<file path="src/itst_pkg.sv">
// Shared types and constants for the inter-thread stride trainer.
package itst_pkg;

  localparam int TABLE_ENTRIES_DEF = 16;
  localparam int STRIDE_SLOTS_DEF  = 3;
  localparam logic [7:0] THRESHOLD_RESET = 8'd2;
  localparam logic [7:0] COUNT_MAX       = 8'hFF;

  typedef struct packed {
    logic [31:0] program_counter;
    logic [31:0] access_address;
    logic [15:0] thread_id;
  } in_t;

  typedef struct packed {
    logic signed [31:0] predicted_stride;
    logic               table_hit;
    logic               is_trained;
  } out_t;

  typedef struct packed {
    logic [31:0] pc;
    logic [31:0] prev_addr;
    logic [15:0] last_thread;
    logic [31:0] pred_stride;
    logic        trained_flag;
  } entry_t;

  typedef struct packed {
    logic [31:0] stride;
    logic [7:0]  count;
  } slot_t;

  typedef struct packed {
    logic start;
    logic done;
  } div_ctl_t;

  typedef enum logic [3:0] {
    S_IDLE,
    S_READ,
    S_CMP,
    S_HIT,
    S_DIV,
    S_VOTE,
    S_BEST,
    S_ALLOC,
    S_RESP
  } state_t;

endpackage

</file>
<file path="src/itst_div.sv">
// Signed 32 by 17 bit restoring divider, one quotient bit per cycle, truncating.
module itst_div
  import itst_pkg::*;
(
  input  logic               clk,
  input  logic               rst_n,
  input  logic               start,
  input  logic signed [31:0] dividend,
  input  logic signed [16:0] divisor,
  output div_ctl_t           status,
  output logic [31:0]        quotient
);

  logic [31:0] a_r;
  logic [15:0] rem_r;
  logic [15:0] b_r;
  logic [4:0]  cnt_r;
  logic        busy_r;
  logic        done_r;
  logic        neg_r;

  logic [31:0] sd_u;
  logic [16:0] dt_u;
  logic [31:0] a_abs;
  logic [16:0] b_abs;
  logic [16:0] sh;
  logic        ge;

  always_comb begin
    sd_u  = dividend;
    dt_u  = divisor;
    a_abs = sd_u[31] ? (~sd_u + 32'd1) : sd_u;
    b_abs = dt_u[16] ? (~dt_u + 17'd1) : dt_u;
    sh    = {rem_r, a_r[31]};
    ge    = sh >= {1'b0, b_r};
  end

  always_ff @(posedge clk) begin
    if (!rst_n) begin
      busy_r <= 1'b0;
      done_r <= 1'b0;
      cnt_r  <= '0;
    end else begin
      done_r <= 1'b0;
      if (start) begin
        busy_r <= 1'b1;
        cnt_r  <= '0;
      end else if (busy_r) begin
        cnt_r <= cnt_r + 5'd1;
        if (cnt_r == 5'd31) begin
          busy_r <= 1'b0;
          done_r <= 1'b1;
        end
      end
    end
  end

  always_ff @(posedge clk) begin
    if (start) begin
      a_r   <= a_abs;
      b_r   <= b_abs[15:0];
      rem_r <= '0;
      neg_r <= sd_u[31] ^ dt_u[16];
    end else if (busy_r) begin
      rem_r <= ge ? 16'(sh - {1'b0, b_r}) : sh[15:0];
      a_r   <= {a_r[30:0], ge};
    end
  end

  assign status.start = start;
  assign status.done  = done_r;
  assign quotient     = neg_r ? (~a_r + 32'd1) : a_r;

endmodule

</file>
<file path="src/inter_thread_stride_trainer.sv">
// Inter-thread stride trainer: program-counter table, slot voting and response path.
// One access is handled at a time. The table is searched one entry at a time: each
// entry is read through the entry memory's read port, then compared, up to the hit
// or the last filled entry. A miss then allocates and responds; a hit from the same
// thread updates the entry and responds; a hit from a new thread runs the serial
// divider that produces one quotient bit per cycle, then votes, picks the best slot
// and responds, waiting for the output register if needed. Entries are allocated
// in order and then replaced oldest first; no clearing pass is needed after reset.
// A new access is accepted while the previous result is still waiting in the
// output register.
module inter_thread_stride_trainer
  import itst_pkg::*;
#(
  parameter int TABLE_ENTRIES = TABLE_ENTRIES_DEF,
  parameter int STRIDE_SLOTS  = STRIDE_SLOTS_DEF
) (
  input  logic       clk,
  input  logic       rst_n,
  input  logic       in_valid,
  output logic       in_ready,
  input  in_t        in_data,
  output logic       out_valid,
  input  logic       out_ready,
  output out_t       out_data,
  input  logic       cfg_valid,
  output logic       cfg_ready,
  input  logic [7:0] cfg_data
);

  localparam int IDX_W  = $clog2(TABLE_ENTRIES);
  localparam int FILL_W = $clog2(TABLE_ENTRIES + 1);
  localparam int SLOT_W = $clog2(STRIDE_SLOTS);

  state_t state_r, state_nxt;

  logic [7:0]        thr_r;
  in_t               in_r;
  logic [IDX_W-1:0]  scan_r;
  logic [IDX_W-1:0]  alloc_r;
  logic [FILL_W-1:0] fill_r;
  out_t              resp_r;
  out_t              out_r;
  logic              out_valid_r;

  entry_t ent_mem [TABLE_ENTRIES];
  entry_t ent_rd_r;
  slot_t [STRIDE_SLOTS-1:0] slot_mem [TABLE_ENTRIES];
  slot_t [STRIDE_SLOTS-1:0] slot_rd_r;
  slot_t [STRIDE_SLOTS-1:0] row_r;

  logic ent_re, slot_re, ent_we, slot_we, div_start, out_load;
  logic [IDX_W-1:0] waddr;
  entry_t ent_wdata;
  slot_t [STRIDE_SLOTS-1:0] slot_wdata;

  logic is_hit, last_scan, same_thread;
  logic signed [31:0] sd;
  logic signed [16:0] dt;
  div_ctl_t div_st;
  logic [31:0] quot;
  slot_t [STRIDE_SLOTS-1:0] row_nxt;
  logic [SLOT_W-1:0] best;
  logic train_flag;

  assign is_hit      = ent_rd_r.pc == in_r.program_counter;
  assign last_scan   = (FILL_W'(scan_r) + FILL_W'(1)) == fill_r;
  assign same_thread = ent_rd_r.last_thread == in_r.thread_id;
  assign sd          = in_r.access_address - ent_rd_r.prev_addr;
  assign dt          = {1'b0, in_r.thread_id} - {1'b0, ent_rd_r.last_thread};
  assign out_load    = (state_r == S_RESP) && (!out_valid_r || out_ready);

  // Next state
  always_comb begin
    state_nxt = state_r;
    unique case (state_r)
      S_IDLE:  if (in_valid) state_nxt = (fill_r == '0) ? S_ALLOC : S_READ;
      S_READ:  state_nxt = S_CMP;
      S_CMP: begin
        if (is_hit)         state_nxt = S_HIT;
        else if (last_scan) state_nxt = S_ALLOC;
        else                state_nxt = S_READ;
      end
      S_HIT:   state_nxt = same_thread ? S_RESP : S_DIV;
      S_DIV:   if (div_st.done) state_nxt = S_VOTE;
      S_VOTE:  state_nxt = S_BEST;
      S_BEST:  state_nxt = S_RESP;
      S_ALLOC: state_nxt = S_RESP;
      S_RESP:  if (out_load) state_nxt = S_IDLE;
      default: state_nxt = S_IDLE;
    endcase
  end

  // Control outputs
  always_comb begin
    in_ready  = 1'b0;
    ent_re    = 1'b0;
    slot_re   = 1'b0;
    ent_we    = 1'b0;
    slot_we   = 1'b0;
    div_start = 1'b0;
    unique case (state_r)
      S_IDLE:  in_ready = 1'b1;
      S_READ:  ent_re = 1'b1;
      S_HIT: begin
        slot_re   = 1'b1;
        ent_we    = same_thread;
        div_start = !same_thread;
      end
      S_BEST: begin
        ent_we  = 1'b1;
        slot_we = 1'b1;
      end
      S_ALLOC: begin
        ent_we  = 1'b1;
        slot_we = 1'b1;
      end
      default: ;
    endcase
  end

  // Slot vote: match, else lowest empty, else lowest minimum
  always_comb begin
    logic m_found, e_found;
    logic [SLOT_W-1:0] m_idx, e_idx, mi;
    m_found = 1'b0;
    e_found = 1'b0;
    m_idx   = '0;
    e_idx   = '0;
    mi      = '0;
    row_nxt = slot_rd_r;
    for (int k = 0; k < STRIDE_SLOTS; k++) begin
      if (!m_found && slot_rd_r[k].count != '0 && slot_rd_r[k].stride == quot) begin
        m_found = 1'b1;
        m_idx   = SLOT_W'(k);
      end
      if (!e_found && slot_rd_r[k].count == '0) begin
        e_found = 1'b1;
        e_idx   = SLOT_W'(k);
      end
    end
    for (int k = 1; k < STRIDE_SLOTS; k++) begin
      if (slot_rd_r[k].count < slot_rd_r[mi].count) mi = SLOT_W'(k);
    end
    if (m_found) begin
      if (slot_rd_r[m_idx].count != COUNT_MAX)
        row_nxt[m_idx].count = slot_rd_r[m_idx].count + 8'd1;
    end else if (e_found) begin
      row_nxt[e_idx] = '{stride: quot, count: 8'd1};
    end else begin
      row_nxt[mi] = '{stride: quot, count: 8'd1};
    end
  end

  // Best slot: lowest index with the highest count
  always_comb begin
    best = '0;
    for (int k = 1; k < STRIDE_SLOTS; k++) begin
      if (row_r[k].count > row_r[best].count) best = SLOT_W'(k);
    end
    train_flag = row_r[best].count > thr_r;
  end

  always_comb begin
    waddr      = (state_r == S_ALLOC) ? alloc_r : scan_r;
    slot_wdata = (state_r == S_ALLOC) ? '0 : row_r;
    ent_wdata.pc          = in_r.program_counter;
    ent_wdata.prev_addr   = in_r.access_address;
    ent_wdata.last_thread = in_r.thread_id;
    case (state_r)
      S_BEST: begin
        ent_wdata.pred_stride  = row_r[best].stride;
        ent_wdata.trained_flag = train_flag;
      end
      S_HIT: begin
        ent_wdata.pred_stride  = ent_rd_r.pred_stride;
        ent_wdata.trained_flag = ent_rd_r.trained_flag;
      end
      default: begin
        ent_wdata.pred_stride  = '0;
        ent_wdata.trained_flag = 1'b0;
      end
    endcase
  end

  itst_div u_div (
    .clk      (clk),
    .rst_n    (rst_n),
    .start    (div_start),
    .dividend (sd),
    .divisor  (dt),
    .status   (div_st),
    .quotient (quot)
  );

  // Memories
  always_ff @(posedge clk) begin
    if (ent_we) ent_mem[waddr] <= ent_wdata;
    if (ent_re) ent_rd_r <= ent_mem[scan_r];
  end

  always_ff @(posedge clk) begin
    if (slot_we) slot_mem[waddr] <= slot_wdata;
    if (slot_re) slot_rd_r <= slot_mem[scan_r];
  end

  // Control registers
  always_ff @(posedge clk) begin
    if (!rst_n) begin
      state_r     <= S_IDLE;
      thr_r       <= THRESHOLD_RESET;
      alloc_r     <= '0;
      fill_r      <= '0;
      out_valid_r <= 1'b0;
    end else begin
      state_r <= state_nxt;
      if (cfg_valid) thr_r <= cfg_data;
      if (state_r == S_ALLOC) begin
        alloc_r <= (alloc_r == IDX_W'(TABLE_ENTRIES - 1)) ? '0 : alloc_r + IDX_W'(1);
        if (fill_r != FILL_W'(TABLE_ENTRIES)) fill_r <= fill_r + FILL_W'(1);
      end
      if (out_load)       out_valid_r <= 1'b1;
      else if (out_ready) out_valid_r <= 1'b0;
    end
  end

  // Datapath registers
  always_ff @(posedge clk) begin
    if (in_valid && in_ready) begin
      in_r   <= in_data;
      scan_r <= '0;
    end
    if (state_r == S_CMP && !is_hit && !last_scan) scan_r <= scan_r + IDX_W'(1);
    if (state_r == S_VOTE) row_r <= row_nxt;
    case (state_r)
      S_HIT:   resp_r <= '{predicted_stride: ent_rd_r.pred_stride, table_hit: 1'b1,
                           is_trained: ent_rd_r.trained_flag};
      S_BEST:  resp_r <= '{predicted_stride: row_r[best].stride, table_hit: 1'b1,
                           is_trained: train_flag};
      S_ALLOC: resp_r <= '0;
      default: ;
    endcase
    if (out_load) out_r <= resp_r;
  end

  assign out_valid = out_valid_r;
  assign out_data  = out_r;
  assign cfg_ready = 1'b1;

  a_fill_bound: assert property (@(posedge clk) disable iff (!rst_n)
    fill_r <= FILL_W'(TABLE_ENTRIES))
    else $error("fill count beyond table size");

  a_accept_busy: assert property (@(posedge clk) disable iff (!rst_n)
    (in_valid && in_ready) |=> (state_r != S_IDLE))
    else $error("accepted access not processed");

  a_div_done: assert property (@(posedge clk) disable iff (!rst_n)
    div_st.done |-> (state_r == S_DIV))
    else $error("divider finished outside divide state");

  a_miss_zero: assert property (@(posedge clk) disable iff (!rst_n)
    (out_valid_r && !out_r.table_hit) |-> (out_r.predicted_stride == '0 && !out_r.is_trained))
    else $error("miss result carries a stride");

endmodule
</file>
<file path="config.mk">
export PLATFORM = sky130hd
export DESIGN_NAME = inter_thread_stride_trainer
export DESIGN_NICKNAME = d
export VERILOG_FILES = /design/src/itst_pkg.sv /design/src/itst_div.sv /design/src/inter_thread_stride_trainer.sv
export SDC_FILE = /design/constraint.sdc
export NUM_CORES = 2
export LEC_CHECK = 0
export ABC_CLOCK_PERIOD_IN_PS = 15800
export BUFFER_PORTS_ARGS = -buffer_cell sky130_fd_sc_hd__buf_2
export CAP_MARGIN = 20
export CORE_UTILIZATION = 57
export CTS_BUF_LIST = sky130_fd_sc_hd__clkbuf_4 sky130_fd_sc_hd__clkbuf_8
export DETAILED_ROUTE_END_ITERATION = 16
export PLACE_DENSITY_LB_ADDON = 0.08
export SLEW_MARGIN = 20
export SYNTH_ARGS = -nofsm -noshare
export SYNTH_HDL_FRONTEND = slang
export SYNTH_SLANG_ARGS = --single-unit
</file>
<file path="constraint.sdc">
create_clock -name clk -period 15.8 [get_ports clk]
set_clock_uncertainty 0.1 [all_clocks]
set_input_delay 3.16 -clock clk [delete_from_list [all_inputs] [get_ports clk]]
set_output_delay 3.16 -clock clk [all_outputs]
set_load 0.05 [all_outputs]
</file>
==> metrics.cfg <==
[finish]
seqCellArea_sq_um = 129000
drive_gt1_share_pct = 28.5
area_delta_synth_final_pct = 11.3
nets = 9233
multi_input_area_sq_um = 42500
fill_cells = 20600

[timing]
relSlewSlack_pct = 20.4
worst_pin_slew_ns = 1.19
hold_viol = 0
period_share_pct = 43.7
tns_ns = 0
final_max_slew_viol_count = 0
fmax_mhz = 145
rsz0062_at_grt = no
fin_ws_ns = 8.89
finalSetupViolCount = 0
min_period_ns = 6.91

[global_route]
antenna_found_initial = 19
grt_pass1_wl_microns = 652000
use_met3_pct = 4.61
grt_usage_pct = 29.8
grt-ovfl-total = 0
grt_max_degree = 139
grt_pass1_vias = 90400
grt.met2_usage_pct = 49.0
grt_busiest_layer = met2
grt_use_met1_pct = 41.3

[critical_path]
path_max_fanout = 20
path_common_cell = or4_1
startpoint_type = register
worstPathRequired_ns = 16.60
critPathSlowestCell = or4_1
worst-path-buf-inv = 1
end_kind = register
path_cells = or4_1 -> nor3_4 -> a41oi_1 -> xnor2_1 -> a2111oi_2 -> nand4bb_1 -> or4_1 -> a31oi_1 -> o22ai_2 -> inv_1 -> ha_1 -> nand4_4 -> nor2_1 -> a21o_1 -> nand2_1 -> mux2_2
path_delay_family = simple AND/OR/NAND/NOR gates
max_stage_delay_ns = 1.02
worst_ep_arrival_time_ns = 7.71
path_class = reg -> reg

[pwr]
p_clk_share_pct = 28.8
seq_power_share_pct = 44.0
internal_power_w = 0.0228
irDropWorstVdd_mv = 0.175
p_per_area_nw_per_um2 = 169
p_leak_nw = 62.1
switching_share_pct = 30.3
pwr-share-comb_pct = 27.3
p_switching_w = 0.00993

[die]
dieArea_sq_um = 307000
start_util_pct = 57.4
fp-row-count = 202
die_w_microns = 554
dieHeight_microns = 554
core_sq_um = 303000
ios = 130

[synthesis]
synth_seq_cells = 4327
yosysUniqueCellTypes = 113
synth_adder_area_share_pct = 0.833
yosysSeqAreaShare_pct = 74.5
synthesis.area_sq_um = 174000
avgSynthCellArea_sq_um = 20.6
ys_warn_count = 0
synth_xor_area_share_pct = 1.45
async_reset_ff_share_pct = 0
synth_flop_cell = edfxtp_1
synth_compound_area_share_pct = 2.65
synthSimpleGateAreaFrac_pct = 3.49
postSynthCellCount = 8447
synth_nets = 8654
synth_edf_count = 4282
synth_top_family_by_area = multiplexers
muxShareOfSynthArea_pct = 15.8

[drt]
routed_via_density = 6.51
drt_first_pass_iters = 7
ant_nets = 0
drt_wl_total_microns = 456000
wl_per_cell_microns = 33.7
drc = 0
drt_iter0_markers = 10100
vias = 88100

[cts]
path_clk_slew_ns = 0.06
ctsResizeCount = 0
ctsHoldBuffers = 0
cts_max_path_buffers = 4
cts.sinks = 4327
insertion_delay_ns = 1.23
post-cts-setup-buffers = 0
cts-buffers-inserted = 686
cts_max_level = 6
cts_tree = built
ctsRootBufferMaster = clkbuf_8

[place]
globalplace.congestion = 0.987
portBuffers = 128
dpl_worst_slack_ns = 9.08
dpl.hpwl_microns = 254000

[status]
status = complete, no violations

[hold_path]
hp-class = reg -> reg

[flow_run]
cap_violations = 0

==> layer usage <==
metal  vias to the layer above  routed length [microns]
met4                        12                    15300
met3                       786                    33400
met1                     47100                   180000
li1                      36300                        -
met5                         -                       91
met2                      3988                   227000
==> synthesized netlist by cell type (18+ instances only) <==
cell type     n  area share (%)
o211ai_1     50            0.22
nand2b_1     37            0.13
buf_1       122            0.26
nor2_1      181            0.39
nor4_1       49            0.18
and3_1       18           0.065
buf_2        25           0.072
a21oi_1     113            0.33
nand3_1      86            0.25
nand4_1      57            0.21
mux2i_1      89            0.51
mux4_2     1165              15
a21o_1       38            0.16
nand2_1     394            0.85
and2_1      129            0.46
a31oi_1      25           0.090
nor2b_1      37            0.13
o21ai_0     221            0.64
xnor2_1     141            0.71
nor3_1       60            0.17
xor2_1      116            0.58
mux2_2       24            0.16
dfxtp_1      45            0.52
inv_1       155            0.33
clkbuf_1    281            0.61
ha_1        111            0.80
edfxtp_1   4282              74
==> path summary, 6_finish.rpt <==
| kind | from | endpoint | slack [ns] | depth (start not counted) |
|---|---|---|---|---|
| hold / removal | resp_r[6] | out_data[6] | 0.31 | 0 |
| setup / recovery | u_div.a_r[6] | row_r[40] | 8.89 | 16 |
| setup reg to reg | u_div.a_r[6] | row_r[40] | 8.89 | 16 |
| hold reg to reg | resp_r[6] | out_data[6] | 0.31 | 0 |
==> sequential cells by signal, indices dropped and copies added (netlist names), 4 cells and up <==
register,flops
slot_mem,1920
ent_mem,1808
row_r,120
slot_rd_r,120
ent_rd_r,113
ent_wdata,80
out_data,34
resp_r,34
u_div.a_r,32
u_div.b_r,16
u_div.rem_r,16
thr_r,8
fill_r,5
u_div.cnt_r,5
alloc_r,4
scan_r,4
state_r,4
==> power groups by stage <==
stage               registers (W)  logic [W]  clock network [W]
floorplan                  0.0144    0.00637                  0
global placement           0.0146    0.00891                  0
detailed placement         0.0146    0.00899                  0
CTS                        0.0144    0.00901            0.00959
global route               0.0145    0.00952             0.0101
finish                     0.0144    0.00893            0.00942
==> cell families after synthesis <==
family,Yosys count
flops,4327
mux,1280
simple gates,1177
compound gates,682
buf+inv,597
xor+xnor,269
fa+ha+maj,114
other cells,1
==> through the flow <==
stage,util [%],total power (W),instances,cell area (sq um),hold WS (ns)
2_1_floorplan,-,0.0208,8447,174000,0.300
3_3_place_gp,59.3,0.0235,12300,180000,0.303
3_5_place_dp,59.4,0.0236,12300,180000,0.305
4_1_cts,63.8,0.0330,13500,193000,0.306
5_1_grt,63.8,0.0340,13500,193000,0.317
6_report,63.8,0.0328,13500,193000,0.310
==> area by class of cell <==
| cell class | count | share of cell area [%] |
|---|---|---|
| Multi-Input combinational cell | 3523 | 21.9 |
| Clock inverter | 286 | 1.15 |
| Tap cell | 3978 | 2.57 |
| Antenna cell | 6 | 0.00776 |
| Timing Repair Buffer | 330 | 1.24 |
| Inverter | 158 | 0.316 |
| Clock buffer | 924 | 5.85 |
| Sequential cell | 4327 | 66.9 |
==> cell usage in the layout (no fill, tap or decap), drive strengths merged, types with 119 or more instances in the layout <==
cell type | Yosys | routed
edfxtp | 4282 | 4282
xor2 | 119 | 119
clkbuf | 282 | 924
and2 | 130 | 130
clkinv | 2 | 217
buf | 157 | 330
inv | 156 | 193
nand2 | 395 | 395
o21ai | 234 | 234
mux4 | 1165 | 1165
nor2 | 182 | 182
xnor2 | 141 | 141
Power figures use the tool's default switching activity.
